[src/rtl/median_clock_offset_estimator_macros.svh]
// Assertion macros shared by the median clock offset estimator RTL.
// Both macros assume a clock named clk and an active-low reset named rst_n.
`ifndef MEDIAN_CLOCK_OFFSET_ESTIMATOR_MACROS_SVH
`define MEDIAN_CLOCK_OFFSET_ESTIMATOR_MACROS_SVH

// Same-cycle implication, disabled during reset.
`define MCOE_ASSERT_NOW(label, ante, cons, msg) \
    label: assert property (@(posedge clk) disable iff (!rst_n) (ante) |-> (cons)) \
        else $error(msg);

// Next-cycle implication, disabled during reset.
`define MCOE_ASSERT_NEXT(label, ante, cons, msg) \
    label: assert property (@(posedge clk) disable iff (!rst_n) (ante) |=> (cons)) \
        else $error(msg);

`endif

[src/rtl/mcoe_pkg.sv]
// Shared constants and types for the median clock offset estimator.
// No dependencies; every other RTL file refers to this package by scoped names.
`timescale 1ns / 1ps
`default_nettype none

package mcoe_pkg;

    localparam int WINDOW_SIZE  = 10;
    localparam int MEDIAN_START = 3;

    localparam int TIME_W   = 48;
    localparam int DELAY_W  = TIME_W - 1;
    localparam int OFFSET_W = 50;
    localparam int FILL_W   = 4;

    localparam int IDX_W = $clog2(WINDOW_SIZE);
    localparam int CNT_W = $clog2(WINDOW_SIZE + 1);
    localparam int SUM_W = OFFSET_W + $clog2(WINDOW_SIZE);

    // Serial divide of the window sum by WINDOW_SIZE, one byte per step.
    localparam int DIV_BYTES = (SUM_W + 7) / 8;
    localparam int DIVD_W    = DIV_BYTES * 8;
    localparam int REM_W     = $clog2(WINDOW_SIZE);
    localparam int RECIP_SH  = 16;
    localparam int RECIP     = (2 ** RECIP_SH + WINDOW_SIZE - 1) / WINDOW_SIZE;

    typedef logic signed [OFFSET_W-1:0] offset_t;
    typedef logic signed [SUM_W-1:0]    sum_t;
    typedef logic [TIME_W-1:0]          time_t;
    typedef logic [DELAY_W-1:0]         delay_t;
    typedef logic [IDX_W-1:0]           idx_t;
    typedef logic [CNT_W-1:0]           cnt_t;
    typedef logic [FILL_W-1:0]          fill_t;

    // Order statistics read back from the sorted window.
    typedef struct packed {
        offset_t med;
        offset_t mn;
        offset_t mx;
    } win_stats_t;

endpackage

`default_nettype wire

[src/rtl/median_clock_offset_estimator.sv]
// Top level of the median clock offset estimator: request handshakes, offset arithmetic,
// window bookkeeping and result register. Depends on mcoe_pkg, mcoe_window, mcoe_mean_div
// and the assertion macros header.
//
//   Channel   Direction  Handshake            Payload
//   -------   ---------  -------------------  ---------------------------------------------
//   in        sink       in_valid / in_stall  send_time, server_time, receive_time,
//                                             exchange_failed
//   out       source     out_valid/out_stall  applied_offset, sample_offset, fill_count,
//                                             stats_valid, min_offset, max_offset, mean_offset
//
// One request is in flight at a time. A failed exchange goes from acceptance straight to the
// final load of the result register. A good sample first has its delay and offset registered,
// then goes through the sorted window memory, which moves the stored offsets larger than the
// new one (none to nine of them) up by one slot, one entry per cycle, writes the new offset into
// its slot and then reads the median, minimum and maximum through its single read port; on an
// empty window the new offset is written at once. The sample that completes the window then
// goes through the byte-serial divide that forms the mean.
// Reset clears the fill count, the running sum and all handshake state; the window memory
// needs no clearing because it only reads slots written since the window last started over.
// A stalled result stays in the output register; the next request is still accepted and
// worked on, and only waits at the final load until the output register is free.
`timescale 1ns / 1ps
`default_nettype none
`include "median_clock_offset_estimator_macros.svh"

module median_clock_offset_estimator
(
    input  wire logic               clk,
    input  wire logic               rst_n,

    input  wire logic               in_valid,
    output logic                    in_stall,
    input  wire mcoe_pkg::time_t    send_time,
    input  wire mcoe_pkg::time_t    server_time,
    input  wire mcoe_pkg::time_t    receive_time,
    input  wire logic               exchange_failed,

    output logic                    out_valid,
    input  wire logic               out_stall,
    output mcoe_pkg::offset_t       applied_offset,
    output mcoe_pkg::offset_t       sample_offset,
    output mcoe_pkg::fill_t         fill_count,
    output logic                    stats_valid,
    output mcoe_pkg::offset_t       min_offset,
    output mcoe_pkg::offset_t       max_offset,
    output mcoe_pkg::offset_t       mean_offset
);

    localparam logic [2:0] T_IDLE   = 3'd0;
    localparam logic [2:0] T_DLY    = 3'd1;
    localparam logic [2:0] T_SMP    = 3'd2;
    localparam logic [2:0] T_WSTART = 3'd3;
    localparam logic [2:0] T_WWAIT  = 3'd4;
    localparam logic [2:0] T_DSTART = 3'd5;
    localparam logic [2:0] T_DWAIT  = 3'd6;
    localparam logic [2:0] T_OUT    = 3'd7;

    logic [2:0] state_reg, state_next;

    // Control state.
    mcoe_pkg::cnt_t fill_reg, fill_next;
    mcoe_pkg::sum_t sum_reg, sum_next;
    logic           out_valid_reg, out_valid_next;

    // Captured request and intermediate values.
    mcoe_pkg::time_t   snd_reg, srv_reg, rcv_reg;
    logic              failed_reg;
    mcoe_pkg::delay_t  delay_reg, delay_next;
    mcoe_pkg::offset_t sample_reg, sample_next;

    // Result register.
    mcoe_pkg::offset_t applied_reg, sample_out_reg, min_reg, max_reg, mean_reg;
    mcoe_pkg::fill_t   fill_out_reg;
    logic              stats_reg;

    logic accept, load;
    mcoe_pkg::cnt_t n_val;
    logic complete, use_median;
    logic [mcoe_pkg::TIME_W-1:0] rtt_v;

    logic                 win_start, win_done;
    mcoe_pkg::win_stats_t win_stats;
    logic                 div_start, div_done;
    mcoe_pkg::offset_t    div_quo;

    assign in_stall   = (state_reg != T_IDLE);
    assign accept     = in_valid && !in_stall;
    assign load       = (state_reg == T_OUT) && (!out_valid_reg || !out_stall);

    // Count of stored samples once this one is in.
    assign n_val      = fill_reg + mcoe_pkg::cnt_t'(1);
    assign complete   = (n_val == mcoe_pkg::cnt_t'(mcoe_pkg::WINDOW_SIZE));
    assign use_median = (n_val >= mcoe_pkg::cnt_t'(mcoe_pkg::MEDIAN_START));

    assign rtt_v      = rcv_reg - snd_reg;
    assign win_start  = (state_reg == T_WSTART);
    assign div_start  = (state_reg == T_DSTART);

    always_comb
    begin
        state_next     = state_reg;
        fill_next      = fill_reg;
        sum_next       = sum_reg;
        out_valid_next = out_valid_reg;
        // One-way delay is half the round trip, rounded down, and zero if the reply
        // time stamp lies before the send time stamp.
        delay_next     = (rcv_reg >= snd_reg) ? rtt_v[mcoe_pkg::TIME_W-1:1] : '0;
        sample_next    = mcoe_pkg::offset_t'(srv_reg)
                       + mcoe_pkg::offset_t'(delay_reg)
                       - mcoe_pkg::offset_t'(rcv_reg);

        if (out_valid_reg && !out_stall)
        begin
            out_valid_next = 1'b0;
        end

        unique case (state_reg)
            T_IDLE:
            begin
                if (accept)
                begin
                    state_next = exchange_failed ? T_OUT : T_DLY;
                end
            end
            T_DLY:
            begin
                state_next = T_SMP;
            end
            T_SMP:
            begin
                state_next = T_WSTART;
            end
            T_WSTART:
            begin
                sum_next   = sum_reg + mcoe_pkg::sum_t'(sample_reg);
                state_next = T_WWAIT;
            end
            T_WWAIT:
            begin
                if (win_done)
                begin
                    state_next = complete ? T_DSTART : T_OUT;
                end
            end
            T_DSTART:
            begin
                state_next = T_DWAIT;
            end
            T_DWAIT:
            begin
                if (div_done)
                begin
                    state_next = T_OUT;
                end
            end
            T_OUT:
            begin
                if (load)
                begin
                    out_valid_next = 1'b1;
                    state_next     = T_IDLE;
                    if (!failed_reg)
                    begin
                        // A full window is reported once and then starts over empty.
                        fill_next = complete ? '0 : n_val;
                        sum_next  = complete ? '0 : sum_reg;
                    end
                end
            end
            default:
            begin
                state_next = T_IDLE;
            end
        endcase
    end

    always_ff @(posedge clk or negedge rst_n)
    begin
        if (!rst_n)
        begin
            state_reg     <= T_IDLE;
            fill_reg      <= '0;
            sum_reg       <= '0;
            out_valid_reg <= 1'b0;
        end
        else
        begin
            state_reg     <= state_next;
            fill_reg      <= fill_next;
            sum_reg       <= sum_next;
            out_valid_reg <= out_valid_next;
        end
    end

    always_ff @(posedge clk)
    begin
        if (accept)
        begin
            snd_reg    <= send_time;
            srv_reg    <= server_time;
            rcv_reg    <= receive_time;
            failed_reg <= exchange_failed;
        end
        delay_reg  <= delay_next;
        sample_reg <= sample_next;
        if (load)
        begin
            if (failed_reg)
            begin
                applied_reg    <= '0;
                sample_out_reg <= '0;
                fill_out_reg   <= mcoe_pkg::fill_t'(fill_reg);
                stats_reg      <= 1'b0;
                min_reg        <= '0;
                max_reg        <= '0;
                mean_reg       <= '0;
            end
            else
            begin
                applied_reg    <= use_median ? win_stats.med : sample_reg;
                sample_out_reg <= sample_reg;
                fill_out_reg   <= mcoe_pkg::fill_t'(n_val);
                stats_reg      <= complete;
                min_reg        <= complete ? win_stats.mn : '0;
                max_reg        <= complete ? win_stats.mx : '0;
                mean_reg       <= complete ? div_quo : '0;
            end
        end
    end

    mcoe_window u_window
    (
        .clk   (clk),
        .rst_n (rst_n),
        .start (win_start),
        .key   (sample_reg),
        .fill  (fill_reg),
        .done  (win_done),
        .stats (win_stats)
    );

    mcoe_mean_div u_mean_div
    (
        .clk      (clk),
        .rst_n    (rst_n),
        .start    (div_start),
        .dividend (sum_reg),
        .done     (div_done),
        .quotient (div_quo)
    );

    assign out_valid      = out_valid_reg;
    assign applied_offset = applied_reg;
    assign sample_offset  = sample_out_reg;
    assign fill_count     = fill_out_reg;
    assign stats_valid    = stats_reg;
    assign min_offset     = min_reg;
    assign max_offset     = max_reg;
    assign mean_offset    = mean_reg;

    `MCOE_ASSERT_NOW(a_fill_range, 1'b1, fill_reg < mcoe_pkg::cnt_t'(mcoe_pkg::WINDOW_SIZE), "fill count beyond window")
    `MCOE_ASSERT_NOW(a_stats_full, out_valid_reg && stats_reg, fill_out_reg == mcoe_pkg::fill_t'(mcoe_pkg::WINDOW_SIZE), "statistics without a full window")
    `MCOE_ASSERT_NOW(a_median_in_range, out_valid_reg && stats_reg, (min_reg <= applied_reg) && (applied_reg <= max_reg) && (min_reg <= mean_reg) && (mean_reg <= max_reg), "median or mean outside window range")
    `MCOE_ASSERT_NEXT(a_accept_busy, accept, state_reg != T_IDLE, "accepted request left no work")

endmodule

`default_nettype wire

[src/rtl/mcoe_window.sv]
// Sorted offset window: one synchronous memory kept in ascending order by insertion.
// Depends on mcoe_pkg and the assertion macros header.
`timescale 1ns / 1ps
`default_nettype none
`include "median_clock_offset_estimator_macros.svh"

module mcoe_window
(
    input  wire logic                clk,
    input  wire logic                rst_n,
    input  wire logic                start,
    input  wire mcoe_pkg::offset_t   key,
    input  wire mcoe_pkg::cnt_t      fill,
    output logic                     done,
    output mcoe_pkg::win_stats_t     stats
);

    localparam logic [2:0] W_IDLE = 3'd0;
    localparam logic [2:0] W_WALK = 3'd1;
    localparam logic [2:0] W_PUT  = 3'd2;
    localparam logic [2:0] W_RMED = 3'd3;
    localparam logic [2:0] W_RMIN = 3'd4;
    localparam logic [2:0] W_RMAX = 3'd5;
    localparam logic [2:0] W_REND = 3'd6;
    localparam logic [2:0] W_DONE = 3'd7;

    logic [2:0] state_reg, state_next;
    mcoe_pkg::idx_t    j_reg, j_next;
    mcoe_pkg::cnt_t    n_reg, n_next;
    mcoe_pkg::offset_t key_reg, key_next;
    mcoe_pkg::win_stats_t stats_reg, stats_next;

    mcoe_pkg::offset_t mem [mcoe_pkg::WINDOW_SIZE];
    mcoe_pkg::offset_t rd_data_reg;

    logic              wr_en, rd_en;
    mcoe_pkg::idx_t    wr_addr, rd_addr;
    mcoe_pkg::offset_t wr_data;

    mcoe_pkg::cnt_t fill_m1, n_half, n_m1;
    mcoe_pkg::idx_t j_m1, j_m2;

    assign fill_m1 = fill - mcoe_pkg::cnt_t'(1);
    assign n_half  = n_reg >> 1;
    assign n_m1    = n_reg - mcoe_pkg::cnt_t'(1);
    assign j_m1    = j_reg - mcoe_pkg::idx_t'(1);
    assign j_m2    = j_reg - mcoe_pkg::idx_t'(2);

    always_comb
    begin
        state_next = state_reg;
        j_next     = j_reg;
        n_next     = n_reg;
        key_next   = key_reg;
        stats_next = stats_reg;
        wr_en      = 1'b0;
        wr_addr    = j_reg;
        wr_data    = key_reg;
        rd_en      = 1'b0;
        rd_addr    = j_m2;
        done       = 1'b0;
        unique case (state_reg)
            W_IDLE:
            begin
                if (start)
                begin
                    key_next = key;
                    n_next   = fill + mcoe_pkg::cnt_t'(1);
                    j_next   = fill[mcoe_pkg::IDX_W-1:0];
                    if (fill == '0)
                    begin
                        wr_en      = 1'b1;
                        wr_addr    = '0;
                        wr_data    = key;
                        state_next = W_RMED;
                    end
                    else
                    begin
                        rd_en      = 1'b1;
                        rd_addr    = fill_m1[mcoe_pkg::IDX_W-1:0];
                        state_next = W_WALK;
                    end
                end
            end
            W_WALK:
            begin
                // The entry below slot j is in rd_data_reg; larger ones move up by one.
                wr_en = 1'b1;
                if (rd_data_reg > key_reg)
                begin
                    wr_data = rd_data_reg;
                    j_next  = j_m1;
                    if (j_reg == mcoe_pkg::idx_t'(1))
                    begin
                        state_next = W_PUT;
                    end
                    else
                    begin
                        rd_en   = 1'b1;
                        rd_addr = j_m2;
                    end
                end
                else
                begin
                    state_next = W_RMED;
                end
            end
            W_PUT:
            begin
                wr_en      = 1'b1;
                state_next = W_RMED;
            end
            W_RMED:
            begin
                rd_en      = 1'b1;
                rd_addr    = n_half[mcoe_pkg::IDX_W-1:0];
                state_next = W_RMIN;
            end
            W_RMIN:
            begin
                stats_next.med = rd_data_reg;
                rd_en          = 1'b1;
                rd_addr        = '0;
                state_next     = W_RMAX;
            end
            W_RMAX:
            begin
                stats_next.mn = rd_data_reg;
                rd_en         = 1'b1;
                rd_addr       = n_m1[mcoe_pkg::IDX_W-1:0];
                state_next    = W_REND;
            end
            W_REND:
            begin
                stats_next.mx = rd_data_reg;
                state_next    = W_DONE;
            end
            W_DONE:
            begin
                done       = 1'b1;
                state_next = W_IDLE;
            end
            default:
            begin
                state_next = W_IDLE;
            end
        endcase
    end

    always_ff @(posedge clk or negedge rst_n)
    begin
        if (!rst_n)
        begin
            state_reg <= W_IDLE;
        end
        else
        begin
            state_reg <= state_next;
        end
    end

    always_ff @(posedge clk)
    begin
        j_reg     <= j_next;
        n_reg     <= n_next;
        key_reg   <= key_next;
        stats_reg <= stats_next;
    end

    // Single write port and single registered read port.
    always_ff @(posedge clk)
    begin
        if (wr_en)
        begin
            mem[wr_addr] <= wr_data;
        end
        if (rd_en)
        begin
            rd_data_reg <= mem[rd_addr];
        end
    end

    assign stats = stats_reg;

    `MCOE_ASSERT_NOW(a_no_same_slot, wr_en && rd_en, wr_addr != rd_addr, "read and write hit the same slot")
    `MCOE_ASSERT_NOW(a_walk_bounds, state_reg == W_WALK, (j_reg != '0) && (mcoe_pkg::cnt_t'(j_reg) < n_reg), "walk index out of range")
    `MCOE_ASSERT_NOW(a_stats_order, done, (stats_reg.mn <= stats_reg.med) && (stats_reg.med <= stats_reg.mx), "window is not sorted")

endmodule

`default_nettype wire

[src/rtl/mcoe_mean_div.sv]
// Serial divider of the signed window sum by the window size, truncating toward zero.
// Depends on mcoe_pkg.
`timescale 1ns / 1ps
`default_nettype none

module mcoe_mean_div
(
    input  wire logic              clk,
    input  wire logic              rst_n,
    input  wire logic              start,
    input  wire mcoe_pkg::sum_t    dividend,
    output logic                   done,
    output mcoe_pkg::offset_t      quotient
);

    localparam int X_W    = mcoe_pkg::REM_W + 8;
    localparam int PROD_W = X_W + mcoe_pkg::RECIP_SH + 1;
    localparam int DCNT_W = $clog2(mcoe_pkg::DIV_BYTES + 1);

    localparam logic [1:0] D_IDLE = 2'd0;
    localparam logic [1:0] D_RUN  = 2'd1;
    localparam logic [1:0] D_SIGN = 2'd2;
    localparam logic [1:0] D_DONE = 2'd3;

    logic [1:0] state_reg, state_next;
    logic [DCNT_W-1:0] cnt_reg, cnt_next;
    logic [mcoe_pkg::DIVD_W-1:0] mag_reg, mag_next, quo_reg, quo_next, quo_neg;
    logic [mcoe_pkg::REM_W-1:0] rem_reg, rem_next;
    logic neg_reg, neg_next;
    mcoe_pkg::offset_t res_reg, res_next;
    mcoe_pkg::sum_t abs_v;

    logic [X_W-1:0]    x_v, qw_v, r_v;
    logic [PROD_W-1:0] prod_v;
    logic [7:0]        q_v;

    // One byte of the magnitude per step: the partial remainder stays below the divisor,
    // so the quotient byte comes from a reciprocal multiply that is exact on this range.
    assign abs_v   = dividend[mcoe_pkg::SUM_W-1] ? -dividend : dividend;
    assign x_v     = {rem_reg, mag_reg[mcoe_pkg::DIVD_W-1 -: 8]};
    assign prod_v  = PROD_W'(x_v) * PROD_W'(mcoe_pkg::RECIP);
    assign q_v     = prod_v[mcoe_pkg::RECIP_SH +: 8];
    assign qw_v    = X_W'(q_v) * X_W'(mcoe_pkg::WINDOW_SIZE);
    assign r_v     = x_v - qw_v;
    assign quo_neg = -quo_reg;

    always_comb
    begin
        state_next = state_reg;
        cnt_next   = cnt_reg;
        mag_next   = mag_reg;
        quo_next   = quo_reg;
        rem_next   = rem_reg;
        neg_next   = neg_reg;
        res_next   = res_reg;
        done       = 1'b0;
        unique case (state_reg)
            D_IDLE:
            begin
                if (start)
                begin
                    neg_next   = dividend[mcoe_pkg::SUM_W-1];
                    mag_next   = mcoe_pkg::DIVD_W'($unsigned(abs_v));
                    quo_next   = '0;
                    rem_next   = '0;
                    cnt_next   = DCNT_W'(mcoe_pkg::DIV_BYTES);
                    state_next = D_RUN;
                end
            end
            D_RUN:
            begin
                mag_next = mag_reg << 8;
                quo_next = {quo_reg[mcoe_pkg::DIVD_W-9:0], q_v};
                rem_next = r_v[mcoe_pkg::REM_W-1:0];
                cnt_next = cnt_reg - DCNT_W'(1);
                if (cnt_reg == DCNT_W'(1))
                begin
                    state_next = D_SIGN;
                end
            end
            D_SIGN:
            begin
                res_next   = neg_reg ? quo_neg[mcoe_pkg::OFFSET_W-1:0]
                                     : quo_reg[mcoe_pkg::OFFSET_W-1:0];
                state_next = D_DONE;
            end
            D_DONE:
            begin
                done       = 1'b1;
                state_next = D_IDLE;
            end
            default:
            begin
                state_next = D_IDLE;
            end
        endcase
    end

    always_ff @(posedge clk or negedge rst_n)
    begin
        if (!rst_n)
        begin
            state_reg <= D_IDLE;
            cnt_reg   <= '0;
        end
        else
        begin
            state_reg <= state_next;
            cnt_reg   <= cnt_next;
        end
    end

    always_ff @(posedge clk)
    begin
        mag_reg <= mag_next;
        quo_reg <= quo_next;
        rem_reg <= rem_next;
        neg_reg <= neg_next;
        res_reg <= res_next;
    end

    assign quotient = res_reg;

endmodule

`default_nettype wire

[config.mk]
export PLATFORM = sky130hd
export DESIGN_NAME = median_clock_offset_estimator
export DESIGN_NICKNAME = d
export VERILOG_FILES = /design/src/rtl/mcoe_pkg.sv /design/src/rtl/median_clock_offset_estimator.sv /design/src/rtl/mcoe_window.sv /design/src/rtl/mcoe_mean_div.sv
export VERILOG_INCLUDE_DIRS = /design/src /design/src/rtl
export SDC_FILE = /design/constraint.sdc
export NUM_CORES = 2
export LEC_CHECK = 0
export ABC_AREA = 1
export BUFFER_PORTS_ARGS = -buffer_cell sky130_fd_sc_hd__buf_2
export CORE_UTILIZATION = 35
export DETAILED_ROUTE_END_ITERATION = 12
export SYNTH_ARGS = -nofsm -noshare
export SYNTH_HDL_FRONTEND = slang
export SYNTH_SLANG_ARGS = --single-unit
[constraint.sdc]
create_clock -name clk -period 36.3 [get_ports clk]
set_input_delay 0 -clock clk [delete_from_list [all_inputs] [get_ports clk]]
set_output_delay 0 -clock clk [all_outputs]
set_load 0.05 [all_outputs]
==> run summary <==
Run status = finished, final reports clean
Area growth from synthesis to layout = 18.6%
Launch point of the critical path = u_mean_div.mag_reg[51]
Aggregate routed wire length = 242000 µm
Count of filler cells inserted in the layout = 20100
Worst hold slack = 38.5 ps
Cell area after synthesis = 0.0743 mm²
CTS root buf = sky130_fd_sc_hd__clkbuf_16
Area of the multi-input gates = 0.0254 mm²
Overflow left after global routing = 0
Slack of the worst reg-to-reg path = 30410 ps
Sequential cell area fraction in the yosys report = 58.2%
Fmax = 0.170 GHz
Number of H-tree branching levels = 4
Placed wire-length estimate after detailed placement = 170000 µm
IO Count = 406
CTS Hold Bufs = 295
Core Rows = 168
First-pass GRT wire length = 356000 µm
Data required time of the worst path = 36890 ps
CTS clk-pin slew, worst paths = 60 ps
NumNets Final = 8757
Setup violation total in the final timing report = 0
Tightest slew margin relative to the limit = 24.3%
Most common cell after layout, fill and taps aside = sky130_fd_sc_hd__edfxtp_1
Pin count of the biggest net entering global routing = 120
Met1 Routed Length = 104000 µm
Core area = 0.210 mm²
All-Layer GR Usage = 22.2%
Number of clock sinks = 1486
CTS tree = yes
Clock latency reported for the late side of the worst-skew pair = 860 ps
Synthesized instance count = 7495
Worst min-delay path category = in2reg
Largest buffer count on any clock path = 3
Crit path max fanout = 6
Summed negative setup slack over all endpoints = 0 ps
Flip-flop count of the largest register, all copies and words added = 500
Antenna violations before repair = 10
Width of the die = 463 µm
Hold violation total from the final report = 0
Post-CTS setup-driven buffer insertion count = 0
Fraction of layout cells with a size suffix above 1 = 9.94%
Sum of met3 wire segment lengths after detailed routing = 16400 µm
Count of vias placed by the detailed router = 56000
Synthesized netlist net count = 8035
Cell with the largest stage delay on the worst path = sky130_fd_sc_hd__edfxtp_1
TritonCTS Buffers = 164
CP cell instances = ha_1 -> inv_1 -> fa_1 -> inv_1 -> fa_1 -> fa_1 -> inv_1 -> fa_1 -> inv_1 -> ha_1 -> nand2_1 -> o21ai_0 -> a21oi_1 -> nand2_1 -> xor2_1 -> inv_1 -> ha_1 -> fa_1 -> xnor2_1 -> xnor3_1 -> nor2_1 -> nor2_1
Die Outline Area = 0.214 mm²
Number of design rule violations left after detail routing = 0
Measured slew at the worst slew-check pin = 1130 ps
Type of origin of the critical path = flip-flop
Number of global-route vias before repair = 55300
Final period utilization = 16.2%
Starting density of the core = 35.3%
Post-synthesis area per instance = 9.92 µm²
Largest stage delay on the critical path = 570 ps
Worst reg2reg path depth = 22
Number of port buffers = 405
Post-synthesis register bit count = 1486
Avg Vias per Cell = 5.02
Setup repair after global routing missed its margin = no
Number of violations of the max-capacitance limit = 0
Most used cells in the layout excluding fill and tap cells = sky130_fd_sc_hd__edfxtp_1 (1319), sky130_fd_sc_hd__nand2_1 (1317), sky130_fd_sc_hd__inv_1 (1273)
Maximum clock skew at final layout = 77.2 ps
Last weighted congestion value of the routability-driven placer = 0.955
Worst setup path end = u_mean_div.rem_reg[3]
Vertical die dimension = 463 µm
Seq. cell area = 0.0433 mm²
Post-detailed-route wirelength per cell = 21.7 µm
Endpoint of the worst register-to-register path = u_mean_div.rem_reg[3]
Met2 routed WL = 111000 µm
Antenna viol nets, final = 0
DR pass1 iterations = 9
Max Transition Viols Final = 0
Final standard cell utilization of the core = 41.9%
Setup Crit Path Kind = reg2reg
Number of distinct library cells after synthesis = 64
Reg-to-Reg Start = u_mean_div.mag_reg[51]
Drt first-iter violations = 5218
Final critical-path required period = 5890 ps
Worst EP arrival = 6490 ps
Uppermost layer routed = met4
Warnings, synthesis = 0
Kind of end point of the critical path = flip-flop
Post-cts gate resize count = 0
## worst min path at each step
stage                     startpoint  cells past startpoint                       to  slack (ps)
after CTS                  out_stall                      4                out_valid           9
after floorplan                rst_n                      0              fill_reg[0]        -300
final                      out_stall                      4                out_valid          40
after detailed placement       rst_n                      1  u_mean_div.state_reg[1]          40
after global placement         rst_n                      1  u_mean_div.state_reg[0]          40
after global routing       out_stall                      4                out_valid          80
## critical path: cells and delay by family, from the launching register on
family                   cells  cell delay (ps)
flip-flops                   1              570
buffers and inverters        5              300
AO/OA/AOI/OAI                2              240
XOR/XNOR                     3              750
adder cells (fa/ha/maj)      8             3410
AND/OR/NAND/NOR              4              400
## layout make-up
class,count,share of cell area [%]
inverters,1300,5.54
multi-input cells,4496,28.8
flip-flops and latches,1486,49.1
clock inverters,103,1.42
clock buffers,199,4.91
repair buffers,769,6.25
well taps,2805,3.98
diodes,5,0.0142
## per-stage QoR
stage,cells,setup slack (ps),area (µm²)
detailed placement,10600,30330,79600
CTS,11200,30370,88100
finish,11200,30410,88200
global route,11200,30110,88100
global placement,10600,30270,79600
floorplan,7495,24060,74300
## metal layers
metal  vias up  track usage (%)
met5         -                0
met4         0             9.11
met3       386             3.10
met2      2144             36.1
met1     26900             29.8
li1      26500                -
## Yosys cell counts, drive strengths merged
library cell | instances | area [µm²]
nand2 | 1325 | 5000
edfxtp | 1319 | 39600
inv | 1297 | 4870
nor2 | 853 | 3210
o21ai | 437 | 2200
a21oi | 428 | 2150
nand3 | 383 | 1920
ha | 303 | 3790
clkbuf | 130 | 488
o211ai | 110 | 976
xor2 | 102 | 893
dfxtp | 97 | 1940
nand4 | 96 | 607
fa | 88 | 1760
buf | 83 | 531
dfrtp | 70 | 1750
nor3 | 68 | 350
a22oi | 51 | 383
xnor2 | 51 | 447
a21o | 29 | 218
a31oi | 26 | 163
nor4 | 25 | 156
o22ai | 19 | 119
a21boi | 17 | 128
o21bai | 17 | 128
o31ai | 11 | 87.6
or2 | 9 | 56.3
nand3b | 8 | 60.1
and3 | 7 | 43.8
o21a | 7 | 52.6
o2111ai | 5 | 43.8
and2 | 3 | 18.8
clkinv | 3 | 11.3
o221ai | 3 | 32.5
o311ai | 3 | 26.3
a211oi | 2 | 15.0
a31o | 2 | 17.5
nand2b | 1 | 6.26
nor4b | 1 | 8.76
o211a | 1 | 10.0
o311a | 1 | 10.0
o32ai | 1 | 8.76
o41ai | 1 | 8.76
or4 | 1 | 7.51
xnor3 | 1 | 22.5
## logic make-up after synthesis
kind of cell,Yosys count,share of synthesized area [%]
AND/OR/NAND/NOR,2780,15.4
XOR/XNOR,154,1.83
buffers and inverters,1513,7.93
AO/OA/AOI/OAI,1171,9.12
adder cells (fa/ha/maj),391,7.47
flip-flops,1486,58.2
Power is not shown: default switching activity piles up to over one toggle a cycle in this logic, so the estimate is an artifact.
